$ cat src/hdl/spmq_pkg.sv
package spmq_pkg;

	// Command codes
	localparam logic CMD_PUSH = 1'b0;
	localparam logic CMD_POP  = 1'b1;

	// Priority levels
	localparam logic [1:0] LVL_NORMAL = 2'd0;
	localparam logic [1:0] LVL_HIGH   = 2'd1;
	localparam logic [1:0] LVL_ULTRA  = 2'd2;

	localparam int MSG_W   = 64;
	localparam int LVL_W   = 2;
	localparam int COUNT_W = 5;

	// Request and result payloads
	typedef struct packed {
		logic             cmd;
		logic [MSG_W-1:0] message;
		logic [LVL_W-1:0] level;
	} req_t;

	typedef struct packed {
		logic               ok;
		logic [MSG_W-1:0]   head_message;
		logic [LVL_W-1:0]   head_level;
		logic [COUNT_W-1:0] count;
	} res_t;

	// One stored entry
	typedef struct packed {
		logic [MSG_W-1:0] message;
		logic [LVL_W-1:0] level;
	} entry_t;

	// Broadcast control to every cell
	typedef struct packed {
		logic   push;
		logic   pop;
		entry_t item;
	} cell_ctrl_t;

endpackage

$ cat src/hdl/spmq_cell.sv
module spmq_cell import spmq_pkg::*; (
	input  logic       clk,
	input  cell_ctrl_t ctrl,
	input  logic       occupied,
	input  logic       left_stay,
	input  entry_t     left_entry,
	input  entry_t     right_entry,
	output entry_t     entry,
	output logic       stay
);

	entry_t entry_q;

	// Hold while the stored entry ranks equal or above the new one
	assign stay  = occupied && (entry_q.level >= ctrl.item.level);
	assign entry = entry_q;

	// Insert, shift towards the tail on push, shift towards the head on pop
	always_ff @(posedge clk) begin
		if (ctrl.push && !stay) begin
			entry_q <= left_stay ? ctrl.item : left_entry;
		end else if (ctrl.pop) begin
			entry_q <= right_entry;
		end
	end

endmodule

$ cat src/hdl/stable_priority_message_queue.sv
// Stable priority queue of fixed-length messages, up to DEPTH entries.
// Request channel (req_valid, req_stall, req): cmd selects push or pop.
// A push stores message and level (level 3 is taken as 2) behind every
// entry of equal or higher level; a full queue refuses it with ok = 0.
// A pop returns the head entry; an empty queue returns ok = 0 and zeros.
// Result channel (res_valid, res_stall, res): one result per request,
// carrying ok, the popped message and level, and the count afterwards.
// The result is registered and appears in the cycle after the request
// is taken. Throughput: one request per cycle, set by the row of entry
// cells which compare and shift all in the same cycle, but for stalls:
// while a result waits under res_stall, req_stall is raised and the
// next request is held off until the result is taken.
// Reset clears the entry count and the result valid; entry contents are
// not cleared, only cells below the count are ever read.
module stable_priority_message_queue import spmq_pkg::*; #(
	parameter int DEPTH         = 16,
	parameter int MESSAGE_CHARS = 8
) (
	input  logic clk,
	input  logic arst_n,
	input  logic req_valid,
	output logic req_stall,
	input  req_t req,
	output logic res_valid,
	input  logic res_stall,
	output res_t res
);

	localparam int CW = $clog2(DEPTH + 1);
	localparam logic [MSG_W-1:0] MSG_MASK = {MSG_W{1'b1}} >> (MSG_W - 8 * MESSAGE_CHARS);

	logic          res_valid_q;
	res_t          res_q;
	logic [CW-1:0] count_q;
	logic [CW-1:0] count_d;
	logic          req_take;
	logic          full;
	logic          empty;
	logic          push_ok;
	logic          pop_ok;
	cell_ctrl_t    ctrl;
	entry_t        entries [DEPTH];
	logic [DEPTH-1:0] stays;
	logic [DEPTH-1:0] occupied;

	assign req_stall = res_valid_q && res_stall;
	assign req_take  = req_valid && !req_stall;
	assign full      = (count_q == CW'(DEPTH));
	assign empty     = (count_q == '0);
	assign push_ok   = req_take && (req.cmd == CMD_PUSH) && !full;
	assign pop_ok    = req_take && (req.cmd == CMD_POP) && !empty;

	// Build the broadcast item: drop unused bytes, saturate the level
	always_comb begin
		ctrl.push         = push_ok;
		ctrl.pop          = pop_ok;
		ctrl.item.message = req.message & MSG_MASK;
		ctrl.item.level   = (req.level > LVL_ULTRA) ? LVL_ULTRA : req.level;
	end

	// Row of entry cells, head at index 0
	genvar gi;
	generate
		for (gi = 0; gi < DEPTH; gi++) begin : g_cell
			assign occupied[gi] = (count_q > CW'(gi));
			spmq_cell u_cell (
				.clk         (clk),
				.ctrl        (ctrl),
				.occupied    (occupied[gi]),
				.left_stay   ((gi == 0) ? 1'b1 : stays[(gi == 0) ? 0 : gi - 1]),
				.left_entry  (entries[(gi == 0) ? 0 : gi - 1]),
				.right_entry (entries[(gi == DEPTH - 1) ? gi : gi + 1]),
				.entry       (entries[gi]),
				.stay        (stays[gi])
			);
		end
	endgenerate

	// Advance the entry count
	always_comb begin
		count_d = count_q;
		if (push_ok) begin
			count_d = count_q + CW'(1);
		end else if (pop_ok) begin
			count_d = count_q - CW'(1);
		end
	end

	always_ff @(posedge clk or negedge arst_n) begin
		if (!arst_n) begin
			count_q <= '0;
		end else begin
			count_q <= count_d;
		end
	end

	// Result valid: set on a taken request, drop once delivered
	always_ff @(posedge clk or negedge arst_n) begin
		if (!arst_n) begin
			res_valid_q <= 1'b0;
		end else if (req_take) begin
			res_valid_q <= 1'b1;
		end else if (!res_stall) begin
			res_valid_q <= 1'b0;
		end
	end

	// Result payload
	always_ff @(posedge clk) begin
		if (req_take) begin
			res_q.ok           <= push_ok || pop_ok;
			res_q.head_message <= pop_ok ? entries[0].message : '0;
			res_q.head_level   <= pop_ok ? entries[0].level : LVL_NORMAL;
			res_q.count        <= COUNT_W'(count_d);
		end
	end

	assign res_valid = res_valid_q;
	assign res       = res_q;

	// Count stays within the row
	a_count_bound: assert property (@(posedge clk) disable iff (!arst_n)
		count_q <= CW'(DEPTH))
		else $error("entry count above depth");

	// A push on a queue with room grows the count by one
	a_push_grows: assert property (@(posedge clk) disable iff (!arst_n)
		req_take && (req.cmd == CMD_PUSH) && !full |=> count_q == $past(count_q) + CW'(1))
		else $error("push did not grow count");

	// A pop on an empty queue reports failure with zero payload
	a_pop_empty: assert property (@(posedge clk) disable iff (!arst_n)
		req_take && (req.cmd == CMD_POP) && empty |=>
		!res_q.ok && (res_q.head_message == '0) && (res_q.head_level == LVL_NORMAL))
		else $error("pop on empty queue returned data");

	// Popped level is always a legal level
	a_head_level: assert property (@(posedge clk) disable iff (!arst_n)
		res_valid_q |-> res_q.head_level != 2'd3)
		else $error("illegal head level");

	// A stalled result blocks new requests
	a_stall_link: assert property (@(posedge clk) disable iff (!arst_n)
		res_valid_q && res_stall |-> req_stall)
		else $error("request taken over a stalled result");

endmodule
$ cat config.mk
export PLATFORM = sky130hd
export DESIGN_NAME = stable_priority_message_queue
export DESIGN_NICKNAME = d
export VERILOG_FILES = /design/src/hdl/spmq_pkg.sv /design/src/hdl/spmq_cell.sv /design/src/hdl/stable_priority_message_queue.sv
export SDC_FILE = /design/constraint.sdc
export NUM_CORES = 2
export LEC_CHECK = 0
export BUFFER_PORTS_ARGS = -buffer_cell sky130_fd_sc_hd__clkbuf_2
export CORE_MARGIN = 2
export CORE_UTILIZATION = 60
export DETAILED_ROUTE_END_ITERATION = 8
export PLACE_DENSITY_LB_ADDON = 0.1
export SLEW_MARGIN = 20
export SYNTH_ARGS = -nofsm -noshare
export SYNTH_HDL_FRONTEND = slang
export SYNTH_SLANG_ARGS = --single-unit
$ cat constraint.sdc
create_clock -name clk -period 9.8 [get_ports clk]
set_input_delay 0.49 -clock clk [delete_from_list [all_inputs] [get_ports clk]]
set_output_delay 0.49 -clock clk [all_outputs]
set_load 0.01 [all_outputs]
# After elaboration in Yosys (flattened, before gate mapping)
# Index checks and enable logic that the tools add are counted.
# totals
register_bits,1134
latchBits,0
ramBits,0
mem_bits_ro,0
inputBits,71
output_inout_bits,74
wordCells,200
mem_count,0
# op_classes
addsub,2
n_mul,0
div,0
order_cmp,33
n_eq_ne,2
shift,0
n_mux,50
bitwise_logic,1
n_reduce_logical,74
# op_table
operator,count
two-way mux 66 bit,45
"> comparator 5 x 4 -> 1 bit, second input constant",8
logical AND 1 bit,38
>= comparator 2 bit,16
nonzero test 2 bit,15
"> comparator 5 x 3 -> 1 bit, second input constant",4
logical NOT 1 bit,19
"> comparator 5 x 1 -> 1 bit, second input constant",2
"> comparator 5 x 2 -> 1 bit, second input constant",2
two-way mux 5 bit,2
"adder 5 x 1 -> 5 bit, second input constant",1
"== test 5 bit, second input constant",1
logical NOT 5 bit,1
"subtractor 5 x 1 -> 5 bit, second input constant",1
"> comparator 2 bit, second input constant",1
two-way mux 1 bit,2
two-way mux 2 bit,1
"!= test 2 x 1 -> 1 bit, second input constant",1
logical OR 1 bit,1
NOT 1 bit,1

# Logic depth before layout (Yosys ltp)
# depth
word_depth,7
mapped_depth,11

# Cells and area by module
# From an unflattened synthesis, not the netlist that was laid out.
# unflattened
cells_unflattened,3774
hier_area_um2,63708.6
# modules_own_cells
module,n_inst,cells_per_inst,area_each_um2,seq_area_each_um2
spmq_cell,16,222,3782.4,1981.9
stable_priority_message_queue,1,222,3190.6,2312.2

# Worst setup path after synthesis
# No wires, ideal clock.
# synth_path
kind,input -> register
startpoint,input port req[1] in the netlist's numbering
endpoint,"register g_cell[10].u_cell.entry_q, in the netlist g_cell[10].u_cell.entry[0], enable pin"
setup_time_ns,0.581
t_arrival_ns,7.229
t_required_ns,9.219
slack_ns,1.990
stages,10
n_path_buf,5
path_cell_list,buf_2 > clkbuf_1 > inv_1 > ha_1 > nor4b_1 > nor4_4 > buf_2 > buf_2 > buf_2 > o21ai_0
# synth_via
elab_chain_cells,7
# synth_rtl
element,line,text
start: declaration,stable_priority_message_queue.sv:23,"input req_t req,"
> comparator 2 bit,stable_priority_message_queue.sv:58,ctrl.item.level = (req.level > LVL_ULTRA) ? LVL_ULTRA : req.level;
two-way mux 2 bit *,stable_priority_message_queue.sv:58,
>= comparator 2 bit *,spmq_cell.sv:15,assign stay = occupied && (entry_q.level >= ctrl.item.level);
logical AND 1 bit *,spmq_cell.sv:15,
logical NOT 1 bit *,spmq_cell.sv:20,if (ctrl.push && !stay) begin
logical AND 1 bit *,spmq_cell.sv:20,
nonzero test 2 bit (no line) *,n/a,
end signal: assignment,spmq_cell.sv:21,entry_q <= left_stay ? ctrl.item : left_entry;
end signal: assignment,spmq_cell.sv:23,entry_q <= right_entry;
end: declaration,spmq_cell.sv:12,entry_t entry_q;
# Mark *: on every way between the ends. The rest lies on a longest branch, timed or not.
# A chain may end at the register's enable or synchronous reset.

# Final worst setup path
# layout_path
startpoint,register count_q[0]
endpoint,"register g_cell[11].u_cell.entry_q, in the netlist g_cell[11].u_cell.entry[55], enable pin"
# layout_via
elab_chain_cells,5
word_cells_on_any_way,11
# layout_rtl
element,line,text
start: declaration,stable_priority_message_queue.sv:34,logic [CW-1:0] count_q;
start signal: assignment,stable_priority_message_queue.sv:93,count_q <= count_d;
> comparator 5 x 4 -> 1 bit or == test 5 bit (tied branches),"stable_priority_message_queue.sv:65, stable_priority_message_queue.sv:48",
logical AND 1 bit or logical NOT 1 bit (tied branches),"spmq_cell.sv:15, stable_priority_message_queue.sv:50",
logical NOT 1 bit or logical AND 1 bit (tied branches),"spmq_cell.sv:20, stable_priority_message_queue.sv:50",
logical AND 1 bit,spmq_cell.sv:20,
nonzero test 2 bit (no line) *,n/a,
end signal: assignment,spmq_cell.sv:21,
end signal: assignment,spmq_cell.sv:23,
end: declaration,spmq_cell.sv:12,
# Marks and branches as above.

==> run metrics <==
status=completed; crit path kind=reg2reg; async set or reset register ratio after synthesis=0.00529; Final ANT Viol Nets=0; Mapped Cells=4798; MaxCap Viol Count=0; Worst R2R Start=count_q[0]; Die ar.=101000 um^2; Worst Path Arrival=5100 ps; launch point of the worst path=count_q[0]; sw frac=0.358; Post-Synth Simple-Gate Area=0.0383; Filler cells=7382; CP required=10140 ps; Max VDD drop=0.298 mV; Cell Rows=115; Final Hold Viols=0; Final Setup Violations=0; total nets after synthesis=4891; kind of start point of the critical path=flop; Initial Util=0.603; compound-cell area share of the yosys netlist=0.161; post-synthesis mux area share=0.182; Synth Area in Adders=0.00466; Core ar.=98000 um^2; Global Route Usage Sum=0.318; sequential fraction of the synthesis area=0.576; largest net degree at the start of global routing=169; first-pass GRT wire length=253000 um; first drt pass iteration count=6; Port Buf Inserts=144; cell area after synthesis=59100 um^2; DP Wirelength=93000 um; global route total overflow=0; htree depth=3; slew margin rel.=0.255; drt first-iter violations=4867; P_int=0.0114 W; Synth Area in XOR/XNOR=0.000444; Final Skew=18.1 ps; clock power share=0.260; clk slew on worst S/H paths=60 ps; Root Driver=clkbuf_16; commonest non-fill, non-tap cells in the layout=1128 x edfxtp_1, 990 x o21ai_0, 545 x mux2_2; Avg Cell Area, Syn=12.3 um^2; Die Height=318 um; f_max=210 MHz; TritonCTS clock tree=yes; yosys warns=0; Hold Crit Start=res_stall; Synth cell types=59; Remaining DRCs=0; final slew viol count=0; clock sinks=1134; Max FO, Critical Path=74; most common cell after layout, fill and taps aside=edfxtp_1; top cells by area, synth=edfxtp_1 57%, mux2_2 10%, o21ai_0 8.4%; Final #Nets=4712; Period minus WS final=4760 ps; DR vias=41.8k; sequential share of power=0.398; Main synth FF type=edfxtp_1; post-synth top area share=0.573; chip width=318 um; Critical Path Sink Type=flop; hold_ws=144 ps; Pleak=22.0 nW; setup TNS=0 ps; Post-synth EDFFs=1128; gpl congestion=0.844; antenna violations before repair=4; Gate power share=0.342; P&R area growth vs syn=8.72%; largest family of logic cells by synthesized area=multiplexers; drt total wl=163000 um; setup repair bufs after CTS=0; io pins=145; Synth area leader=edfxtp_1; CTS Buffer Depth=3; post-synthesis register bit count=1134; fraction of layout cells with a size suffix above 1=0.222; routed wire length per instance=27.2 um; Worst Tran Pin Value=1120 ps; Via density=6.96; NetSw=0.00635 W; Min-Delay Path Class=in2reg; RSZ-0062 raised after global routing=false; CTS Buf Count=119; Power per Cell Area=276 nW/um^2; final worst path period share=0.486; clock latency on the worst-skew pair=710 ps; vias in the first global route=41.6k
per-stage QoR:
| step | power [W] | worst slack [ps] | instances | utilization | area [um^2] |
|---|---|---|---|---|---|
| final | 0.0178 | 5040 | 6012 | 0.656 | 64300 |
| after global routing | 0.0185 | 4800 | 6011 | 0.656 | 64300 |
| after CTS | 0.0177 | 5050 | 6007 | 0.655 | 64200 |
| after detailed placement | 0.0131 | 4830 | 5781 | 0.615 | 60300 |
| after global placement | 0.0129 | 4920 | 5781 | 0.615 | 60300 |
| after floorplan | 0.0113 | 1990 | 4798 | - | 59100 |
power groups by stage:
stage | Clock [W] | Combinational, W | Sequential, W
2_1_floorplan | 0 | 0.00434 | 0.00701
6_report | 0.00461 | 0.00607 | 0.00707
5_1_grt | 0.00482 | 0.00649 | 0.00716
4_1_cts | 0.00464 | 0.00595 | 0.00706
3_5_place_dp | 0 | 0.00593 | 0.00715
3_3_place_gp | 0 | 0.00580 | 0.00714
logic make-up after synthesis:
group                    after synthesis
AO/OA/AOI/OAI                       1637
flip-flops                          1134
multiplexers                         988
buffers and inverters                540
AND/OR/NAND/NOR                      474
adder cells (fa/ha/maj)               22
XOR/XNOR                               3
flip-flops by register name, indices dropped and copies added (netlist names):
register	flops
res_valid	1
res	72
g_cell.u_cell.entry	1056
count_q	5
Yosys cell counts, drive strengths merged, types with 3 or more instances:
| library cell | instances |
|---|---|
| or2 | 8 |
| nand3 | 134 |
| nand2b | 10 |
| mux2 | 592 |
| a21oi | 139 |
| a31oi | 133 |
| edfxtp | 1128 |
| and2 | 68 |
| inv | 7 |
| nor4 | 3 |
| mux2i | 396 |
| buf | 155 |
| nor2 | 33 |
| a2bb2oi | 132 |
| clkbuf | 378 |
| nor4b | 4 |
| nand2 | 204 |
| ha | 22 |
| o21ai | 1071 |
| a221oi | 7 |
| dfrtp | 6 |
| a211oi | 4 |
| a311oi | 133 |
area by class of cell:
type	count	area (um^2)	area share
Clock buffer	141	3120	0.0486
Sequential cell	1134	34000	0.529
Antenna cell	3	7.51	0.000117
Tap cell	1287	1610	0.0251
Multi-Input combinational cell	3124	23300	0.362
Clock inverter	83	773	0.0120
Inverter	7	28.8	0.000448
Timing Repair Buffer	233	1460	0.0226
path summary, 6_finish.rpt:
kind,to,slack (ps),cells past startpoint
setup reg to reg,g_cell[11].u_cell.entry[55],5040,7
setup / recovery,g_cell[11].u_cell.entry[55],5040,7
hold / removal,res_valid,140,3
min in group asynchronous,res_valid,160,2
hold reg to reg,g_cell[15].u_cell.entry[48],540,2
max in group asynchronous,count_q[2],9460,2
routing by layer:
layer,global-route usage,up-vias,wire length (um)
met5,0,-,0
met4,0.0935,0,3490
met3,0.0476,270,13700
met2,0.497,2063,75100
met1,0.464,21200,71200
li1,-,18300,-
worst max-delay path: stages (launching register included):
cell and delay (ps):
dfrtp_1 620, inv_1 190, ha_1 290, a311o_2 670, buf_4 540, a21oi_4 730, or2_4 550, buf_4 690
repair_timing:
| item | in CTS | in global routing |
|---|---|---|
| hold buffers | 2 | 0 |
| hold endpoints to repair | 7 | 0 |
| gates resized for setup | 0 | 0 |
Power figures use the tool's default switching activity.
